[config.mk]
export PLATFORM = sky130hd
export DESIGN_NAME = binary_image_majority_filter
export DESIGN_NICKNAME = d
export VERILOG_FILES = /design/src/rtl/bimf_pkg.sv /design/src/rtl/bimf_cell.sv /design/src/rtl/bimf_line_chain.sv /design/src/rtl/bimf_vote.sv /design/src/rtl/binary_image_majority_filter.sv
export SDC_FILE = /design/constraint.sdc
export NUM_CORES = 1
export LEC_CHECK = 0
export BUFFER_PORTS_ARGS = -buffer_cell sky130_fd_sc_hd__buf_4
export CORE_AREA = 3 3 194 338
export CTS_CLUSTER_SIZE = 20
export DETAILED_ROUTE_END_ITERATION = 10
export DIE_AREA = 0 0 197 341
export GPL_ROUTABILITY_DRIVEN = 0
export PLACE_DENSITY = 0.44
export RECOVER_POWER = 50
export SLEW_MARGIN = 20
export SYNTH_ARGS = -nofsm -noshare
export SYNTH_HDL_FRONTEND = slang
export SYNTH_HIERARCHICAL = 1
export SYNTH_SLANG_ARGS = --single-unit
[constraint.sdc]
create_clock -name clk -period 10.2 [get_ports clk]
set_input_delay 0 -clock clk [delete_from_list [all_inputs] [get_ports clk]]
set_output_delay 0 -clock clk [all_outputs]
set_load 0.02 [all_outputs]
[src/rtl/bimf_pkg.sv]
// Shared types and constants of the binary image majority filter.
package bimf_pkg;

	// Input opcodes.
	localparam logic OP_PIXEL = 1'b0;
	localparam logic OP_DRAIN = 1'b1;

	// Register index, taken from address bit 2.
	localparam logic REG_WIDTH  = 1'b0;
	localparam logic REG_HEIGHT = 1'b1;

	// Register reset values before clamping.
	localparam int unsigned RESET_WIDTH  = 128;
	localparam int unsigned RESET_HEIGHT = 64;

	// Field widths of the registers and of a result word.
	localparam int unsigned CFG_WIDTH_W  = 8;
	localparam int unsigned CFG_HEIGHT_W = 7;
	localparam int unsigned OUT_ROW_W    = 6;
	localparam int unsigned OUT_COL_W    = 7;

	// One column of the two line stores.
	typedef struct packed {
		logic upper;
		logic lower;
	} line_pair_t;

	// Where the centre pixel lies against the image border.
	typedef struct packed {
		logic first_row;
		logic last_row;
		logic first_col;
		logic last_col;
	} pos_flags_t;

	// One result word.
	typedef struct packed {
		logic                 pixel;
		logic [OUT_ROW_W-1:0] row;
		logic [OUT_COL_W-1:0] col;
		logic                 last;
	} out_word_t;

endpackage

[src/rtl/bimf_cell.sv]
// One column cell of the line stores: holds an upper and a lower line bit.
module bimf_cell #(
	parameter int unsigned INDEX = 0,
	parameter int unsigned SELW  = 7
) (
	input  logic                   clk,
	input  logic                   shift,
	input  logic [SELW-1:0]        sel,
	input  bimf_pkg::line_pair_t   prev,
	input  bimf_pkg::line_pair_t   fresh,
	output bimf_pkg::line_pair_t   bits
);
	import bimf_pkg::*;

	line_pair_t bits_q;
	logic       head;

	// The cell at the insertion point takes the new column, the others take their neighbour's.
	assign head = (sel == SELW'(INDEX));

	always_ff @(posedge clk) begin
		if (shift) begin
			bits_q <= head ? fresh : prev;
		end
	end

	assign bits = bits_q;

endmodule

[src/rtl/bimf_line_chain.sv]
// Row of column cells forming both line stores as a delay line of adjustable length.
module bimf_line_chain #(
	parameter int unsigned DEPTH = 128,
	parameter int unsigned SELW  = 7
) (
	input  logic                   clk,
	input  logic                   shift,
	input  logic [SELW-1:0]        sel,
	input  bimf_pkg::line_pair_t   fresh,
	output bimf_pkg::line_pair_t   tail
);
	import bimf_pkg::*;

	line_pair_t link [DEPTH];

	for (genvar i = 0; i < DEPTH; i++) begin : g_cell
		if (i == 0) begin : g_first
			bimf_cell #(.INDEX(i), .SELW(SELW)) u_cell (
				.clk   (clk),
				.shift (shift),
				.sel   (sel),
				.prev  (fresh),
				.fresh (fresh),
				.bits  (link[i])
			);
		end else begin : g_rest
			bimf_cell #(.INDEX(i), .SELW(SELW)) u_cell (
				.clk   (clk),
				.shift (shift),
				.sel   (sel),
				.prev  (link[i-1]),
				.fresh (fresh),
				.bits  (link[i])
			);
		end
	end

	assign tail = link[DEPTH-1];

endmodule

[src/rtl/bimf_vote.sv]
// 3x3 window register and the neighbour majority decision.
module bimf_vote (
	input  logic                   clk,
	input  logic                   arst_n,
	input  logic                   shift,
	input  logic [2:0]             newcol,
	input  bimf_pkg::pos_flags_t   flags,
	output logic                   vote
);
	import bimf_pkg::*;

	logic [8:0] win_q;
	logic [8:0] win_d;
	logic [8:0] mask;
	logic [3:0] sum;
	logic [3:0] cnt;

	// Column k of the window sits at bits 3k+2..3k, row j at bit 3k+j; column 2 is the newest.
	assign win_d = shift ? {newcol, win_q[8:3]} : win_q;

	always_ff @(posedge clk or negedge arst_n) begin
		if (!arst_n) begin
			win_q <= '0;
		end else begin
			win_q <= win_d;
		end
	end

	always_comb begin
		for (int k = 0; k < 3; k++) begin
			for (int j = 0; j < 3; j++) begin
				mask[k*3+j] = !((k == 0 && flags.first_col) || (k == 2 && flags.last_col) ||
					(j == 0 && flags.first_row) || (j == 2 && flags.last_row) ||
					(k == 1 && j == 1));
			end
		end
		sum  = 4'($countones(win_d & mask));
		cnt  = 4'($countones(mask));
		vote = (sum > (cnt >> 1));
	end

endmodule

[src/rtl/binary_image_majority_filter.sv]
// Top level of the streaming 3x3 binary majority filter with its register port and output queue.
//
// The filter takes a binary image in raster order, one pixel word per clock while input ready
// is high, and returns, for each pixel, a 1 when more than half of its in-image neighbours are
// set (the centre itself does not vote, and neighbours outside the image are not counted).
// Each word taken is handled by the row of column cells that forms the two line stores and by
// the window register, and the result it yields is registered into the output queue.
// Results run one row plus one pixel behind the input, so the first result follows
// the pixel word at column 1 of row 1 (the third pixel word for a one-pixel-wide image), and
// the tail of an image is pushed out by drain words (or by further pixel words, whose pixels
// are then thrown away). A drain word sent before the image is complete is taken and ignored.
// A two-word output queue lets the input side keep taking words while a result waits; input
// ready falls only when both queue entries are full. Writing either register restarts the
// frame; registers must only be written while the filter is idle. A register value of 0 acts
// as 1 and a value above the supported maximum acts as that maximum.
module binary_image_majority_filter #(
	parameter int unsigned MAX_COLS = 128,
	parameter int unsigned MAX_ROWS = 64
) (
	input  logic        clk,
	input  logic        arst_n,
	// Input words.
	input  logic        in_valid,
	output logic        in_ready,
	input  logic        opcode,
	input  logic        pixel_in,
	// Result words.
	output logic        out_valid,
	input  logic        out_ready,
	output logic        pixel_out,
	output logic [bimf_pkg::OUT_ROW_W-1:0] out_row,
	output logic [bimf_pkg::OUT_COL_W-1:0] out_col,
	output logic        frame_last,
	// Register port.
	input  logic        psel,
	input  logic        penable,
	input  logic        pwrite,
	input  logic [2:0]  paddr,
	input  logic [31:0] pwdata,
	output logic [31:0] prdata,
	output logic        pready
);
	import bimf_pkg::*;

	// Largest widths and heights the register fields can reach.
	localparam int unsigned WMAX = (MAX_COLS < 255) ? MAX_COLS : 255;
	localparam int unsigned HMAX = (MAX_ROWS < 127) ? MAX_ROWS : 127;
	localparam int unsigned WW   = $clog2(WMAX + 1);
	localparam int unsigned HW   = $clog2(HMAX + 1);
	localparam int unsigned CW   = $clog2(WMAX);
	localparam int unsigned RW   = $clog2(HMAX);
	localparam int unsigned WRST = (RESET_WIDTH < WMAX) ? RESET_WIDTH : WMAX;
	localparam int unsigned HRST = (RESET_HEIGHT < HMAX) ? RESET_HEIGHT : HMAX;

	// Registers.
	logic [WW-1:0] width_q;
	logic [HW-1:0] height_q;
	logic [WW-1:0] width_new;
	logic [HW-1:0] height_new;
	logic [CFG_WIDTH_W-1:0]  wval;
	logic [CFG_HEIGHT_W-1:0] hval;
	logic          cfg_wr;
	logic [CW-1:0] wm1;
	logic [RW-1:0] hm1;
	logic [CW-1:0] sel;

	// Positions.
	logic [CW-1:0] in_col_q;
	logic [HW-1:0] in_row_q;
	logic          primed_q;
	logic [CW-1:0] ocol_q;
	logic [RW-1:0] orow_q;

	// Datapath.
	logic          in_acc;
	logic          past_end;
	logic          advance;
	logic          px;
	logic          emit;
	logic          o_last;
	line_pair_t    tail;
	line_pair_t    fresh;
	pos_flags_t    flags;
	logic          vote;

	// Output queue.
	logic [1:0]    cnt_q;
	out_word_t     slot0_q;
	out_word_t     slot1_q;
	out_word_t     new_word;
	logic          pop;

	// ---------------------------------------------------------------- register port
	assign pready = 1'b1;
	assign cfg_wr = psel && penable && pwrite;
	assign wval   = pwdata[CFG_WIDTH_W-1:0];
	assign hval   = pwdata[CFG_HEIGHT_W-1:0];

	// Clamp written values into the supported range.
	always_comb begin
		if (wval == '0) begin
			width_new = WW'(1);
		end else if (32'(wval) > 32'(WMAX)) begin
			width_new = WW'(WMAX);
		end else begin
			width_new = WW'(wval);
		end
		if (hval == '0) begin
			height_new = HW'(1);
		end else if (32'(hval) > 32'(HMAX)) begin
			height_new = HW'(HMAX);
		end else begin
			height_new = HW'(hval);
		end
	end

	always_ff @(posedge clk or negedge arst_n) begin
		if (!arst_n) begin
			width_q  <= WW'(WRST);
			height_q <= HW'(HRST);
		end else if (cfg_wr) begin
			case (paddr[2])
				REG_WIDTH:  width_q  <= width_new;
				REG_HEIGHT: height_q <= height_new;
				default: ;
			endcase
		end
	end

	assign prdata = (paddr[2] == REG_HEIGHT) ? 32'(height_q) : 32'(width_q);

	assign wm1 = CW'(width_q - WW'(1));
	assign hm1 = RW'(height_q - HW'(1));
	// The line stores are as long as a row: new columns enter that many cells before the tail.
	assign sel = CW'(WW'(WMAX) - width_q);

	// ---------------------------------------------------------------- input side
	assign in_ready = (cnt_q != 2'd2);
	assign in_acc   = in_valid && in_ready;
	// Once the whole image is in, every word only pushes a blank pixel through.
	assign past_end = (in_row_q == height_q);
	assign advance  = in_acc && (past_end || (opcode != OP_DRAIN));
	assign px       = past_end ? 1'b0 : pixel_in;
	// A result is due once the input is one row plus one pixel ahead.
	assign emit     = advance && primed_q;
	assign o_last   = (orow_q == hm1) && (ocol_q == wm1);

	always_ff @(posedge clk or negedge arst_n) begin
		if (!arst_n) begin
			in_col_q <= '0;
			in_row_q <= '0;
			primed_q <= 1'b0;
			ocol_q   <= '0;
			orow_q   <= '0;
		end else if (cfg_wr || (emit && o_last)) begin
			// A register write or the final result of an image starts a new frame.
			in_col_q <= '0;
			in_row_q <= '0;
			primed_q <= 1'b0;
			ocol_q   <= '0;
			orow_q   <= '0;
		end else if (advance) begin
			if (in_col_q == wm1) begin
				in_col_q <= '0;
				if (!past_end) begin
					in_row_q <= in_row_q + HW'(1);
				end
			end else begin
				in_col_q <= in_col_q + CW'(1);
			end
			if (in_row_q == HW'(1) && in_col_q == '0) begin
				primed_q <= 1'b1;
			end
			if (emit) begin
				if (ocol_q == wm1) begin
					ocol_q <= '0;
					orow_q <= orow_q + RW'(1);
				end else begin
					ocol_q <= ocol_q + CW'(1);
				end
			end
		end
	end

	// ---------------------------------------------------------------- line stores and window
	// The lower store takes the new pixel and hands its old bit up to the upper store.
	assign fresh.upper = tail.lower;
	assign fresh.lower = px;

	bimf_line_chain #(.DEPTH(WMAX), .SELW(CW)) u_chain (
		.clk   (clk),
		.shift (advance),
		.sel   (sel),
		.fresh (fresh),
		.tail  (tail)
	);

	assign flags.first_row = (orow_q == '0);
	assign flags.last_row  = (orow_q == hm1);
	assign flags.first_col = (ocol_q == '0);
	assign flags.last_col  = (ocol_q == wm1);

	bimf_vote u_vote (
		.clk    (clk),
		.arst_n (arst_n),
		.shift  (advance),
		.newcol ({px, tail.lower, tail.upper}),
		.flags  (flags),
		.vote   (vote)
	);

	// ---------------------------------------------------------------- output queue
	assign new_word.pixel = vote;
	assign new_word.row   = OUT_ROW_W'(orow_q);
	assign new_word.col   = OUT_COL_W'(ocol_q);
	assign new_word.last  = o_last;

	assign out_valid = (cnt_q != 2'd0);
	assign pop       = out_valid && out_ready;

	always_ff @(posedge clk or negedge arst_n) begin
		if (!arst_n) begin
			cnt_q <= 2'd0;
		end else begin
			case ({emit, pop})
				2'b10:   cnt_q <= cnt_q + 2'd1;
				2'b01:   cnt_q <= cnt_q - 2'd1;
				default: cnt_q <= cnt_q;
			endcase
		end
	end

	always_ff @(posedge clk) begin
		case ({emit, pop})
			2'b10: begin
				if (cnt_q == 2'd0) begin
					slot0_q <= new_word;
				end else begin
					slot1_q <= new_word;
				end
			end
			2'b01: slot0_q <= slot1_q;
			2'b11: begin
				if (cnt_q == 2'd1) begin
					slot0_q <= new_word;
				end else begin
					slot0_q <= slot1_q;
					slot1_q <= new_word;
				end
			end
			default: ;
		endcase
	end

	assign pixel_out  = slot0_q.pixel;
	assign out_row    = slot0_q.row;
	assign out_col    = slot0_q.col;
	assign frame_last = slot0_q.last;

	// ---------------------------------------------------------------- assertions
	a_frame_restart: assert property (@(posedge clk) disable iff (!arst_n)
		(emit && o_last) |=> (ocol_q == '0 && orow_q == '0 && in_row_q == '0 && !primed_q))
		else $error("positions not cleared after the last result of an image");

	a_col_range: assert property (@(posedge clk) disable iff (!arst_n)
		(ocol_q <= wm1) && (in_col_q <= wm1))
		else $error("column position beyond the image width");

	a_row_range: assert property (@(posedge clk) disable iff (!arst_n)
		in_row_q <= height_q)
		else $error("input row position beyond the image height");

	a_idle_output: assert property (@(posedge clk) disable iff (!arst_n)
		!primed_q |-> (ocol_q == '0 && orow_q == '0))
		else $error("output position moved before the pipeline was primed");

endmodule

Word-level counts from Yosys, hierarchy flattened
Index checks and enable logic that the tools add are counted.
{"block": "classes", "addsub": 24, "order_cmp": 3, "eq_ne": 141, "mux": 159, "bitwise_logic": 3, "reduce_logical": 46}
{"operator": "7-bit == test, second input constant", "n": 64}
{"operator": "2-bit two-way mux", "n": 127}
{"operator": "7-bit by 6-bit == test with 1-bit output, second input constant", "n": 32}
{"operator": "7-bit by 5-bit == test with 1-bit output, second input constant", "n": 16}
{"operator": "7-bit two-way mux", "n": 13}
{"operator": "15-bit two-way mux", "n": 4}
{"operator": "7-bit by 4-bit == test with 1-bit output, second input constant", "n": 8}
{"operator": "15-bit case mux with 3 select lines", "n": 1}
{"operator": "15-bit case mux with 2 select lines", "n": 1}
{"operator": "7-bit by 3-bit == test with 1-bit output, second input constant", "n": 4}
{"operator": "6-bit two-way mux", "n": 4}
{"operator": "8-bit two-way mux", "n": 3}
{"operator": "7-bit by 1-bit adder with 7-bit output, second input constant", "n": 3}
{"operator": "7-bit == test", "n": 3}
{"operator": "7-bit zero test", "n": 3}
{"operator": "2-bit nonzero test", "n": 8}
{"operator": "1-bit by 1-bit adder with 2-bit output", "n": 7}
{"operator": "7-bit by 1-bit == test with 1-bit output, second input constant", "n": 2}
{"operator": "7-bit by 2-bit == test with 1-bit output, second input constant", "n": 2}
{"operator": "2-bit AND reduction", "n": 5}
{"operator": "2-bit by 2-bit adder with 3-bit output", "n": 3}
{"operator": "9-bit bitwise AND", "n": 1}
{"operator": "1-bit logical AND", "n": 9}
{"operator": "9-bit two-way mux", "n": 1}
{"operator": "27 further kinds", "n": 52}
{"block": "word_totals", "regBits": 340, "in_bits": 44, "output_inout_bits": 50, "elab_cells": 649}

Longest topological paths before layout
{"block": "depth", "ltp_word": 12, "ltp_mapped": 22, "mapped_depth_nobuf": 21}

Modules after synthesis
The synthesis kept the hierarchy.
{"module": "binary_image_majority_filter", "instances": 1, "cells_each": 468, "area_each_um2": 4564.4}
{"module": "bimf_cell (u_chain.g_cell[108].g_rest.u_cell ...)", "instances": 28, "cells_each": 7, "area_each_um2": 106.4}
{"module": "bimf_cell (u_chain.g_cell[103].g_rest.u_cell ...)", "instances": 18, "cells_each": 7, "area_each_um2": 105.1}
{"module": "bimf_cell (u_chain.g_cell[100].g_rest.u_cell ...)", "instances": 13, "cells_each": 6, "area_each_um2": 101.3}
{"module": "bimf_cell (u_chain.g_cell[23].g_rest.u_cell ...)", "instances": 12, "cells_each": 6, "area_each_um2": 106.4}
{"module": "bimf_cell (u_chain.g_cell[10].g_rest.u_cell ...)", "instances": 11, "cells_each": 7, "area_each_um2": 103.8}
{"module": "bimf_cell (u_chain.g_cell[17].g_rest.u_cell ...)", "instances": 8, "cells_each": 7, "area_each_um2": 108.9}
{"module": "bimf_cell (u_chain.g_cell[101].g_rest.u_cell ...)", "instances": 8, "cells_each": 6, "area_each_um2": 102.6}
{"module": "bimf_vote", "instances": 1, "cells_each": 69, "area_each_um2": 797.0}
{"module": "bimf_cell (u_chain.g_cell[111].g_rest.u_cell ...)", "instances": 7, "cells_each": 7, "area_each_um2": 102.6}
{"module": "bimf_cell (u_chain.g_cell[113].g_rest.u_cell ...)", "instances": 4, "cells_each": 6, "area_each_um2": 116.4}
{"module": "bimf_cell (u_chain.g_cell[11].g_rest.u_cell ...)", "instances": 4, "cells_each": 6, "area_each_um2": 110.1}
{"module": "bimf_cell (u_chain.g_cell[53].g_rest.u_cell ...)", "instances": 4, "cells_each": 7, "area_each_um2": 107.6}
{"module": "bimf_cell (u_chain.g_cell[0].g_first.u_cell ...)", "instances": 4, "cells_each": 7, "area_each_um2": 97.6}
{"module": "+4 rows"}

Worst setup path after synthesis
Ideal clock, no wire load.
{"block": "synth_path", "path_type": "register to register", "startpoint": "reg height_q[0]", "endpoint": "reg slot0_q, in the netlist pixel_out, data pin", "arrival_ns": 10.457, "slack_ns": -0.513, "stages_incl_launch_ff": 20, "path_buffers": 2, "cell_sequence": "dfrtp_1 -> clkbuf_1 -> xnor2_1 -> nand3_1 -> o21ai_0 -> nand2_1 -> clkinv_1 -> buf_6 -> mux2_4 -> and2_4 -> ha_1 -> fa_1 -> inv_1 -> fa_1 -> inv_1 -> fa_1 -> ha_1 -> a211oi_1 -> o22ai_1 -> a22o_1"}
{"block": "synth_between", "elab_chain_cells": 12}
{"element": "from (decl)", "line_no": "binary_image_majority_filter.sv:57", "source": "logic [HW-1:0] height_q;"}
{"element": "from (signal assigned)", "line_no": "binary_image_majority_filter.sv:120", "source": "height_q <= HW'(HRST);"}
{"element": "from (signal assigned)", "line_no": "binary_image_majority_filter.sv:124", "source": "REG_HEIGHT: height_q <= height_new;"}
{"element": "7-bit == test (*)", "line_no": "binary_image_majority_filter.sv:141", "source": "assign past_end = (in_row_q == height_q);"}
{"element": "1-bit logical OR (*)", "line_no": "binary_image_majority_filter.sv:142", "source": "assign advance = in_acc && (past_end || (opcode != OP_DRAIN));"}
{"element": "1-bit logical AND (*)", "line_no": "binary_image_majority_filter.sv:142"}
{"element": "net advance", "line_no": "binary_image_majority_filter.sv:77", "source": "logic advance;"}
{"element": "9-bit two-way mux (*)", "line_no": "bimf_vote.sv:19", "source": "assign win_d = shift ? {newcol, win_q[8:3]} : win_q;"}
{"element": "net u_vote.win_d[2]", "line_no": "bimf_vote.sv:13", "source": "logic [8:0] win_d;"}
{"element": "9-bit bitwise AND (*)", "line_no": "bimf_vote.sv:37", "source": "sum = 4'($countones(win_d & mask));"}
{"element": "1-bit by 1-bit adder with 2-bit output (not written as such) (*)", "line_no": "bimf_vote.sv:37"}
{"element": "2-bit by 2-bit adder with 3-bit output (not written as such) (*)", "line_no": "bimf_vote.sv:37"}
{"element": "3-bit by 3-bit adder with 4-bit output (not written as such) (*)", "line_no": "bimf_vote.sv:37"}
{"element": "4-bit by 1-bit adder with 4-bit output (not written as such) (*)", "line_no": "bimf_vote.sv:37"}
{"element": "4-bit by 3-bit > comparator with 1-bit output (*)", "line_no": "bimf_vote.sv:39", "source": "vote = (sum > (cnt >> 1));"}
{"element": "net vote", "line_no": "binary_image_majority_filter.sv:84", "source": "logic vote;"}
{"element": "15-bit two-way mux, on equally long branches", "line_no": "binary_image_majority_filter.sv:244, binary_image_majority_filter.sv:236"}
{"element": "15-bit case mux with 3 select lines (*)", "line_no": "binary_image_majority_filter.sv:234", "source": "case ({emit, pop})"}
{"element": "to (signal assigned)", "line_no": "binary_image_majority_filter.sv:237", "source": "slot0_q <= new_word;"}
{"element": "to (signal assigned)", "line_no": "binary_image_majority_filter.sv:245", "source": "slot0_q <= new_word;"}
{"element": "to (signal assigned)", "line_no": "binary_image_majority_filter.sv:247", "source": "slot0_q <= slot1_q;"}
{"element": "to (decl)", "line_no": "binary_image_majority_filter.sv:88", "source": "out_word_t slot0_q;"}
The timed path passes the listed nets; every way through them passes the cells marked *. The select of a mux whose other input is x is not followed.
A chain may end at the register's enable or synchronous reset.

==> results <==
- The peak supply drop is about 140 uV.
- The H-tree generated during clock tree synthesis spans 2 levels.
- The count of nets after finishing is ~1600.
- The setup TNS is 0 ns.
- At the pin with the least slew margin, the transition time is between 3 and 4 ns.
- The critical path class is register to register.
- The worst-skew pair later-pin latency is about 0.55 ns.
- The core region is 63200 um2.
- The post-synthesis instance area is 18800 um2.
- For the worst flop-to-flop path, the logic depth is 19.
- For this block, the via count after detailed routing is 11900.
- The synthesized area per cell is 13.6 um2.
- The power density normalized to cell area is 228 nW/um2.
- The final standard cell utilization of the core is 33.6%.
- The layout cell share with drive strength beyond 1 is 28.7%.
- For this run, the total global-route usage over all layers was measured as 13.3%.
- The prevailing post-synth register cell is sky130_fd_sc_hd__edfxtp_1.
- The flow ran to the end, but the final reports show violations.
- The endpoint kind of the worst setup timing path is a register.
- The number of global-route vias before repair came to 12800.
- The cell count after synthesis came out at 1386.
- The library cell used as clock root buffer is sky130_fd_sc_hd__clkbuf_16.
- The maximum number of buffers from clock root to sink is 3.
- By area the synthesized netlist is led by sky130_fd_sc_hd__edfxtp_1 46%, sky130_fd_sc_hd__mux2_2 13%, sky130_fd_sc_hd__dfrtp_1 6.9%.
- After detailed routing, the number of remaining DRC violations is 0.
- The final reports fail on max-capacitance violations, max-slew violations.
- Yosys mapped a number of flops with a built-in enable equal to 286.
- The worst path uses a little under three quarters of the clock period.
- The leakage power is ~7 nW.
- Timing would allow up to 0.136 GHz.
- The y dimension of the die is 341 um.
- The TritonCTS clock tree is built.
- In the routed layout, each cell is associated on average with a via count of about 5.2.
- The number of max-slew violations in the final report is roughly 180.
- Across all hold checks on the routed design, the worst slack comes to 0.0376 ns.
- The routed length per instance is 19.6 um.
- The number of buffers added by the clock tree synthesis step is 36.
- The number of top-level pins is between 90 and 100.
- The highest fanout seen on the critical path is 53.
- The die is just under 200 um wide.
- The clock transition time at the flip-flop clock pins of the worst setup and hold paths is 0.06 ns.
- The finished cells cover 21300 um2.
- In this run, synthesis produced a sequential element count of 340.
- The proportion of synthesized flip-flops having asynchronous set or reset is around 16%.
- The number of hold violations in the final report is 0.
- Clock skew on the completed layout was measured at 0.0223 ns.
- The data required time at the worst endpoint is 10.49 ns.
- The antenna cell count is 0.
- The final critical path time including I/O delays and setup is 7.34 ns.
- In this run the biggest area consumer among cell types represents 45.7% of the synthesized area.
- Input and output buffers added on the ports amount to 42.
- The total routed wire length on the met1 layer is 17800 um.
- The count of maximum capacitance violations is 4.
- The die outline area is 67200 um2.
- In the synthesized netlist, the cells that appear most often are 286 x sky130_fd_sc_hd__edfxtp_1, 215 x sky130_fd_sc_hd__mux2_2, 98 x sky130_fd_sc_hd__nand2_1.
- The portion of the post-synthesis area used by sequential elements is 52.9%.
- The netlist uses 72 different library cells.
- The worst setup path is launched from a register.
- Compared with the post-synthesis result, the final layout area differs by 13.0%.
- The number of cell rows is between 100 and 150.
- In this run the top signal layer used is met4.
- The final antenna-violating net count is 0.
- In this run the cell area measured after placement is 20200 um2.
- The total congestion overflow is 0.
- The most used standard cell by instance count after synthesis is sky130_fd_sc_hd__edfxtp_1.
- The most area-hungry cell type in the Yosys netlist is sky130_fd_sc_hd__edfxtp_1.
- The final routed wirelength across all metal layers is 45200 um.
- The first global-routing pass estimated 72600 um of wire.
- The min-delay analysis places its worst path in the category input pin to register.
- Before antenna repair, the detailed router went through 4 iterations.
- The routed length on met3 is 991 um.
- The tree built by TritonCTS fans out to 340 sinks.
- Entering global routing, the biggest net connects roughly 160 pins.
- The number of antenna violations at the first check in global routing came to 0.
- After legalization and detailed placement, the total HPWL measured 24800 um.
- The register-to-register path setup slack is 2.86 ns.
- Setup violations remaining at the end of the flow were counted as 0.
- The effective utilization at floorplan is 29.8%.
- Data arrives at the worst endpoint at 7.63 ns.
- The number of DRC markers after the initial detailed-route iteration is 628.
- Setup repair after global routing left no endpoint under its margin.
- The worst hold path was traced through 3 stages.
- For this run, the number of Yosys warnings is 6.
- Summed over all nets, wire length on met2 after detailed routing comes to 25100 um.
- The post-CTS setup buffer count is 0.
- The worst pin sits at a relative slew slack of -117%.
==> critical path, cell delays in order (launching register included) <==
cell                       delay, ns
sky130_fd_sc_hd__dfrtp_1        0.97
sky130_fd_sc_hd__inv_1          0.21
sky130_fd_sc_hd__ha_1           1.75
sky130_fd_sc_hd__xnor2_1        0.14
sky130_fd_sc_hd__nor2_1         0.17
sky130_fd_sc_hd__o2111a_1       0.19
sky130_fd_sc_hd__nand3_1        0.32
sky130_fd_sc_hd__inv_1          0.42
sky130_fd_sc_hd__inv_1          0.14
sky130_fd_sc_hd__and2_4         0.16
sky130_fd_sc_hd__ha_1           0.29
sky130_fd_sc_hd__fa_1           0.49
sky130_fd_sc_hd__inv_1          0.05
sky130_fd_sc_hd__fa_1           0.35
sky130_fd_sc_hd__inv_1          0.11
sky130_fd_sc_hd__fa_1           0.40
sky130_fd_sc_hd__ha_1           0.31
sky130_fd_sc_hd__a211oi_1       0.21
sky130_fd_sc_hd__o22ai_1        0.16
sky130_fd_sc_hd__a22o_1         0.22
==> flip-flops by register name, summed over array words and instances, names as in the netlist, 7 cells and up <==
register                           cells
u_chain/g_cell.g_rest.u_cell/bits    254
slot1_q                               15
u_vote/win_q                           9
width_q                                8
height_q                               7
in_col_q                               7
in_row_q                               7
ocol_q                                 7
out_col                                7
==> power breakdown <==
| group | switching (mW) | internal (mW) | total (mW) |
|---|---|---|---|
| combinational | 1.01 | 0.562 | 1.57 |
| clock | 0.561 | 0.740 | 1.30 |
| sequential | 0.112 | 1.86 | 1.97 |
==> stage by stage <==
step | power (mW) | setup WS, ns | instances
detailed placement | 3.63 | 4.23 | 2228
CTS | 4.98 | 4.23 | 2303
floorplan | 3.17 | 0.600 | 1409
global route | 5.14 | 2.39 | 2303
finish | 4.84 | 2.86 | 2303
global placement | 3.61 | 4.37 | 2228
==> metal layers <==
metal | up-vias | GRT usage (%)
met5 | - | 0
met4 | 0 | 4.34
met3 | 54 | 1.62
met2 | 131 | 26.3
met1 | 6176 | 14.5
li1 | 5538 | -
==> final cells by class <==
type / instances / area (um2)
fill: 6257 / 41900
sequential: 340 / 9940
multi-input combinational: 985 / 8540
tap: 806 / 1010
clock buffer: 44 / 952
timing repair buffer: 77 / 517
clock inverter: 17 / 163
inverter: 34 / 140
==> path summary, 6_finish.rpt <==
| kind | start | end |
|---|---|---|
| max in group asynchronous | arst_n | height_q[1]$_DFFE_PN0P_ |
| worst min-delay path | penable | ocol_q[0]$_DFFE_PN0P_ |
| worst max register to register | width_q[0]$_DFFE_PN0P_ | pixel_out$_DFFE_PP_ |
| worst min register to register | u_vote/win_q[1]$_DFF_PN0_ | u_vote/win_q[1]$_DFF_PN0_ |
| worst max-delay path | width_q[0]$_DFFE_PN0P_ | pixel_out$_DFFE_PP_ |
| min in group asynchronous | arst_n | cnt_q[0]$_DFFE_PN0P_ |
==> layout by cell type, fill, tap and decap left out, drive strengths merged, types with 6 or more instances in the layout <==
cell type    count
edfxtp         286
mux2           272
nand2           98
clkbuf          73
nor2            60
dfrtp           52
nor4b           46
nand3           43
buf             34
nand4b          33
inv             33
nor3            33
xnor2           29
ha              27
conb            25
nor3b           25
nand4           24
nor4            24
o21ai           22
nand3b          20
a22o            18
and4b           18
a21oi           17
and4bb          16
dlygate4sd3     14
clkinv          14
nor4bb          12
nand2b          11
xor2            11
and2             9
or4              9
and4             9
nor2b            8
and3             8
o31ai            7
a31oi            6
fa               6
==> timing repair <==
action,4_1_cts,5_1_grt
hold endpoints to repair,68,0
hold buffers,14,0
gates resized for setup,0,0
==> kinds of logic after synthesis <==
kind of cell / synth area share (%)
xor gates and xnor gates: 2.10
DFF: 52.9
buffers and inverters: 2.35
AOI/OAI and AO/OA: 3.16
adders and majority gates: 2.43
muxes: 17.0
and+or+nand+nor: 20.1
other: 0.0399
Note: power is estimated with default switching activity, not from simulation.
